**src/rtl/mtba_pkg.sv**
```systemverilog
// Shared types, codes and saturating arithmetic for the tangent basis accumulator.
package mtba_pkg;

	localparam int IDX_W     = 10;
	localparam int KIND_W    = 2;
	localparam int S_DATA_W  = 192;
	localparam int M_DATA_W  = 304;
	localparam int CFG_IDX_W = 1;
	localparam int MUL_STEPS = 20;
	localparam int RAW_CNT   = 10;

	typedef logic signed [31:0] q16_t;
	typedef logic signed [48:0] raw_t;
	typedef logic [IDX_W-1:0]   vidx_t;

	typedef struct packed {
		q16_t x;
		q16_t y;
		q16_t z;
	} vec3_t;

	typedef struct packed {
		raw_t x;
		raw_t y;
		raw_t z;
	} raw3_t;

	typedef struct packed {
		vec3_t pos;
		q16_t  u;
		q16_t  v;
	} vertex_t;

	typedef struct packed {
		vec3_t nrm;
		vec3_t tan;
		vec3_t btn;
	} accum_t;

	// Accumulate request toward the accumulator store.
	typedef struct packed {
		logic  en;
		logic  nrm_en;
		logic  tan_en;
		logic  btn_en;
		vec3_t nrm;
		vec3_t tan;
		vec3_t btn;
	} acc_add_t;

	// Status of the vector normalizer.
	typedef struct packed {
		logic  done;
		logic  nonzero;
		vec3_t unit;
	} norm_res_t;

	typedef enum logic [KIND_W-1:0] {
		KIND_LOAD = 2'd0,
		KIND_TRI  = 2'd1,
		KIND_READ = 2'd2
	} kind_t;

	localparam logic [CFG_IDX_W-1:0] CFG_COMPUTE_NORMALS  = 1'd0;
	localparam logic [CFG_IDX_W-1:0] CFG_COMPUTE_TANGENTS = 1'd1;

	// Product pair that yields the UV determinant.
	localparam logic [3:0] DET_PAIR = 4'd3;

	typedef enum logic [3:0] {
		ST_CLEAR,
		ST_IDLE,
		ST_RD_OUT,
		ST_FETCH0,
		ST_FETCH1,
		ST_FETCH2,
		ST_FETCH3,
		ST_DELTA,
		ST_MUL,
		ST_TAN,
		ST_TAN_WAIT,
		ST_BTN,
		ST_BTN_WAIT,
		ST_ACC_ISSUE,
		ST_ACC_WAIT
	} state_t;

	typedef enum logic [2:0] {
		N_IDLE,
		N_MAX,
		N_SHIFT,
		N_SQ,
		N_SQRT,
		N_DIV,
		N_DONE
	} nstate_t;

	localparam q16_t Q16_MAX = 32'sh7fffffff;
	localparam q16_t Q16_MIN = 32'sh80000000;

	// Clamp a 49-bit value into the signed 32-bit range.
	function automatic q16_t sat_narrow(raw_t v);
		if (v[48:31] == {18{v[48]}}) begin
			return v[31:0];
		end
		return v[48] ? Q16_MIN : Q16_MAX;
	endfunction

	// Saturating addition.
	function automatic q16_t sat_add(q16_t a, q16_t b);
		logic signed [32:0] s;
		s = {a[31], a} + {b[31], b};
		if (s[32] != s[31]) begin
			return s[32] ? Q16_MIN : Q16_MAX;
		end
		return s[31:0];
	endfunction

	// Saturating subtraction.
	function automatic q16_t sat_sub(q16_t a, q16_t b);
		logic signed [32:0] s;
		s = {a[31], a} - {b[31], b};
		if (s[32] != s[31]) begin
			return s[32] ? Q16_MIN : Q16_MAX;
		end
		return s[31:0];
	endfunction

endpackage

```
**src/rtl/mtba_unit_norm.sv**
```systemverilog
// Iterative unit-vector unit: scaling, sum of squares, square root and division.
module mtba_unit_norm (
	input  logic                 clk,
	input  logic                 arst_n,
	input  logic                 start,
	input  mtba_pkg::raw3_t      raw,
	input  logic                 flip,
	output mtba_pkg::norm_res_t  res
);
	import mtba_pkg::*;

	nstate_t      st_q, st_d;
	logic [47:0]  m_q [3];
	logic         neg_q [3];
	logic         flip_q;
	logic [47:0]  mx_q;
	logic [47:0]  mx_c;
	logic [61:0]  len2_q;
	logic [62:0]  r_q;
	logic [62:0]  bit_q;
	logic [32:0]  rem_q;
	logic [16:0]  q_q;
	logic [4:0]   dstep_q;
	logic [1:0]   j_q;
	logic [1:0]   j_next;
	q16_t         unit_q [3];
	logic         nz_q;
	raw_t         raw_a [3];
	logic [59:0]  sq;
	logic [63:0]  t;
	logic         ge_x;
	logic [30:0]  len;
	logic         ge_d;
	logic [16:0]  q_next;
	logic [32:0]  rem_sub;
	q16_t         qv;

	assign raw_a[0] = raw.x;
	assign raw_a[1] = raw.y;
	assign raw_a[2] = raw.z;

	// Datapath helpers for each phase.
	always_comb begin
		mx_c = m_q[0];
		if (m_q[1] > mx_c) mx_c = m_q[1];
		if (m_q[2] > mx_c) mx_c = m_q[2];
		sq      = m_q[j_q][29:0] * m_q[j_q][29:0];
		t       = {1'b0, r_q} + {1'b0, bit_q};
		ge_x    = {2'b00, len2_q} >= t;
		len     = r_q[30:0];
		ge_d    = rem_q >= {2'b00, len};
		q_next  = {q_q[15:0], ge_d};
		rem_sub = ge_d ? (rem_q - {2'b00, len}) : rem_q;
		qv      = {15'd0, q_next};
		j_next  = (j_q == 2'd2) ? 2'd0 : (j_q + 2'd1);
	end

	always_ff @(posedge clk or negedge arst_n) begin
		if (!arst_n) begin
			st_q <= N_IDLE;
		end else begin
			st_q <= st_d;
		end
	end

	// Next state.
	always_comb begin
		st_d = st_q;
		case (st_q)
			N_IDLE:  if (start) st_d = N_MAX;
			N_MAX:   st_d = (mx_c == '0) ? N_DONE : N_SHIFT;
			N_SHIFT: if (mx_q[47:30] == '0 && mx_q[29]) st_d = N_SQ;
			N_SQ:    if (j_q == 2'd2) st_d = N_SQRT;
			N_SQRT:  if (bit_q[0]) st_d = N_DIV;
			N_DIV:   if (dstep_q == 5'd16 && j_q == 2'd2) st_d = N_DONE;
			N_DONE:  st_d = N_IDLE;
			default: st_d = N_IDLE;
		endcase
	end

	// Working registers of each phase.
	always_ff @(posedge clk) begin
		case (st_q)
			N_IDLE: begin
				if (start) begin
					for (int k = 0; k < 3; k++) begin
						neg_q[k] <= raw_a[k][48];
						m_q[k]   <= raw_a[k][48] ? 48'(-raw_a[k]) : raw_a[k][47:0];
					end
					flip_q <= flip;
				end
			end
			N_MAX: begin
				mx_q <= mx_c;
				nz_q <= (mx_c != '0);
			end
			N_SHIFT: begin
				if (mx_q[47:30] != '0) begin
					for (int k = 0; k < 3; k++) m_q[k] <= m_q[k] >> 1;
					mx_q <= mx_q >> 1;
				end else if (!mx_q[29]) begin
					for (int k = 0; k < 3; k++) m_q[k] <= m_q[k] << 1;
					mx_q <= mx_q << 1;
				end else begin
					j_q    <= 2'd0;
					len2_q <= '0;
				end
			end
			N_SQ: begin
				len2_q <= len2_q + 62'(sq);
				j_q    <= j_next;
				if (j_q == 2'd2) begin
					r_q   <= '0;
					bit_q <= {1'b1, 62'd0};
				end
			end
			N_SQRT: begin
				// One result bit of the integer square root per cycle.
				if (ge_x) begin
					len2_q <= len2_q - t[61:0];
					r_q    <= (r_q >> 1) + bit_q;
				end else begin
					r_q <= r_q >> 1;
				end
				bit_q <= bit_q >> 2;
				if (bit_q[0]) begin
					j_q     <= 2'd0;
					dstep_q <= '0;
					q_q     <= '0;
					rem_q   <= {3'd0, m_q[0][29:0]};
				end
			end
			N_DIV: begin
				// Restoring division, one quotient bit per cycle.
				q_q     <= q_next;
				rem_q   <= {rem_sub[31:0], 1'b0};
				dstep_q <= dstep_q + 5'd1;
				if (dstep_q == 5'd16) begin
					unit_q[j_q] <= (neg_q[j_q] ^ flip_q) ? -qv : qv;
					dstep_q     <= '0;
					q_q         <= '0;
					j_q         <= j_next;
					rem_q       <= {3'd0, m_q[j_next][29:0]};
				end
			end
			default: begin
			end
		endcase
	end

	assign res.done    = (st_q == N_DONE);
	assign res.nonzero = nz_q;
	assign res.unit    = {unit_q[0], unit_q[1], unit_q[2]};

	a_start_when_idle: assert property (@(posedge clk) disable iff (!arst_n)
		start |-> st_q == N_IDLE)
		else $error("normalizer started while busy");

endmodule

```
**config.mk**
```make
export PLATFORM = sky130hd
export DESIGN_NAME = mtba_unit_norm
export DESIGN_NICKNAME = d
export VERILOG_FILES = /design/src/rtl/mtba_pkg.sv /design/src/rtl/mtba_unit_norm.sv
export SDC_FILE = /design/constraint.sdc
export NUM_CORES = 2
export LEC_CHECK = 0
export ABC_CLOCK_PERIOD_IN_PS = 20300
export BUFFER_PORTS_ARGS = -buffer_cell sky130_fd_sc_hd__buf_2
export CAP_MARGIN = 15
export CORE_MARGIN = 5
export CORE_UTILIZATION = 46
export DETAILED_ROUTE_END_ITERATION = 7
export SYNTH_ARGS = -nofsm -noshare
export SYNTH_HDL_FRONTEND = slang
export SYNTH_SLANG_ARGS = --single-unit
```
**constraint.sdc**
```tcl
create_clock -name clk -period 20.3 [get_ports clk]
set_input_delay 1.015 -clock clk [delete_from_list [all_inputs] [get_ports clk]]
set_output_delay 1.015 -clock clk [all_outputs]
set_load 0.02 [all_outputs]
```
==> summary.md <==
| Metric | Value |
|---|---|
| Required time of the critical path | `20.67 ns` |
| Synth Instances | `6875` |
| Post-CTS Resized | `0` |
| Post-route ant nets | `0` |
| DRC violations left | `0` |
| Register area share after synthesis | `about a quarter` |
| Post-synth ARST share | `less than 1%` |
| Final setup fails | `0` |
| Post-Syn Area per Cell | `9.40 µm²` |
| Gr ovfl total | `0` |
| First-pass GRT wire length | `303000 µm` |
| CP Data Arrival Time | `around 12 ns` |
| Post-synth EDFFs | `506` |
| CTS tree | `yes` |
| Worst reg2reg setup slack | `just over 8 ns` |
| DRT Wirelength | `194000 µm` |
| Clock tree buffer depth | `3` |
| Post-layout util | `50.4%` |
| Core Box Area | `around 0.14 mm²` |
| Setup_tns | `0 ns` |
| Period utilization | `between 50% and 60%` |
| Skew final | `0.0816 ns` |
| Cts hold-fix bufs | `0` |
| Top Family by Delay on Critical Path | `adder cells` |
| Number of library cell types mapped by synthesis | `89` |
| Synth Flop Type | `edfxtp_1` |
| Post-CTS setup buffers | `0` |
| RSZ-0062 raised after global routing | `false` |
| CTS HTree Levels | `2` |
| Vias per cell | `5.68` |
| Worst Setup Start Kind | `register` |
| Core Rows | `137` |
| Number of port buffers | `roughly 250` |
| Post-DP HPWL | `151000 µm` |
| Per-cell routed wire length | `21.7 µm` |
| Worst-path clk slew | `0.07 ns` |
| Non-filler instance count after layout | `about 8900` |
| Final hold viol count | `0` |
| Clock latency on the worst-skew pair | `0.68 ns` |
| Total of max-cap violations | `0` |
| Yosys Warn Count | `0` |
| Initial antenna violation count | `7` |
| Cell Count Post-Placement | `8821` |
| Die Y | `roughly 380 µm` |
| Synthesized cell area | `0.0646 mm²` |
| Total number of vias | `50800` |
| Worst-Margin Slew | `1.23 ns` |
| Outcome | `completed` |
| Fin crit period | `12.11 ns` |
| Total Die Area | `0.148 mm²` |
| Peak fanout along the critical path | `31` |
| Io pins | `~250` |
| Iter 0 DRT Violations | `4433` |
| Vias in the first global route | `51600` |
| Cell mode on critical path | `fa_1` |
| Largest net degree at the start of global routing | `81` |
| GP Congestion | `0.915` |
| Layout area overhead | `8.70%` |
| FMAX | `82.6 MHz` |
| Slew headroom | `18.1%` |
| Share of layout cells above drive strength 1 | `8.23%` |
| Slowest-stage cell, CP | `clkinv_1` |
| Hold WC Path Type | `in -> async` |
| # clock sinks | `511` |
| Crit path capture type | `register` |
| Initial Utilization | `46.3%` |
| Worst flop-to-flop path endpoint | `len2_q[61]` |
| CTS Buf Count | `slightly below 60` |
| CP bufs+invs | `6` |
| Worst Reg-to-Reg Cells | `33` |
| Nets | `roughly 8400` |
| Syn_nets | `8303` |
| First-pass detailed-route iteration total | `6` |
| Setup CP Type | `reg -> reg` |
| Root buffer selected by CTS | `clkbuf_16` |
| GRT Resource Usage Total | `26.2%` |
| Final slew viol count | `0` |
| Die span in x | `385 µm` |
| CP peak stage delay | `1.22 ns` |
| Synth Register Bits | `511` |
-- layer usage --
metal	share of wire, %	track usage (%)	vias up
met1	43	36.7	25400
met3	6.6	3.25	241
met4	3.0	6.96	2
li1	-	-	23500
met2	47	43.1	1674
met5	0.0041	0	-
-- flip-flops by register name, indices dropped and copies added, names as in the netlist, named ones only --
register,flops
unit_q,96
m_q,144
j_q,2
nz_q,1
flip_q,1
dstep_q,5
mx_q,48
r_q,63
q_q,16
neg_q,3
len2_q,62
st_q,3
rem_q,33
bit_q,32
-- cell type report --
class	instances	area (µm²)
Antenna cell	2	5.00
Timing Repair Buffer	344	1980
Clock buffer	64	1500
Tap cell	1876	2350
Sequential cell	511	15300
Multi-Input combinational cell	4845	43800
Inverter	1247	4680
Clock inverter	48	642
Fill cell	13200	69300
-- synth_stat cells (135+ instances only) --
cell type / instances / area (µm²)
nand2_1: 540 / 2030
a21o_1: 135 / 1010
inv_1: 1238 / 4650
clkbuf_1: 244 / 916
ha_1: 510 / 6380
xnor2_1: 168 / 1470
xor2_1: 236 / 2070
edfxtp_1: 506 / 15200
a21oi_1: 278 / 1390
o22ai_1: 173 / 1080
nor2_1: 472 / 1770
fa_1: 767 / 15400
o21ai_0: 280 / 1400
mux2i_1: 141 / 1410
-- placed cells by master (no fill, tap or decap), types with 235 or more instances in the layout --
cell type	synthesis	final
nand2_1	540	535
fa_1	767	767
edfxtp_1	506	506
inv_1	1238	1236
a21oi_1	278	277
ha_1	510	510
o21ai_0	280	272
nor2_1	472	465
xor2_1	236	235
buf_2	7	248
-- worst max-delay path by stage --
stage	end	slack, ns	cells after the start
CTS	len2_q[61]	8.21	33
global route	len2_q[61]	7.79	33
global placement	len2_q[61]	8.47	33
floorplan	len2_q[61]	10.78	35
detailed placement	len2_q[61]	8.26	33
finish	len2_q[61]	8.19	33
-- stage by stage --
step	setup WS [ns]	hold WS, ns	cell area (µm²)
3_5_place_dp	8.26	0.547	68100
3_3_place_gp	8.47	0.530	68100
2_1_floorplan	10.78	0.513	64600
6_report	8.19	0.136	70300
5_1_grt	7.79	0.114	70300
4_1_cts	8.21	0.0942	70200
-- kinds of logic (layout without fill, tap and decap cells) --
family          after synthesis  after routing  synth area share, %
simple gates               1555           1555                 11.2
fa+ha+maj                  1277           1277                 33.6
mux                         188            188                 3.00
xor+xnor                    404            404                 5.47
buf+inv                    1519           1703                 8.86
flops                       511            511                 23.7
other cells                   0              2                    0
compound gates             1421           1421                 14.1
Power is left out: the tool's default activity adds up to more than one toggle a clock period on the data nets, which glitch-free logic cannot reach.
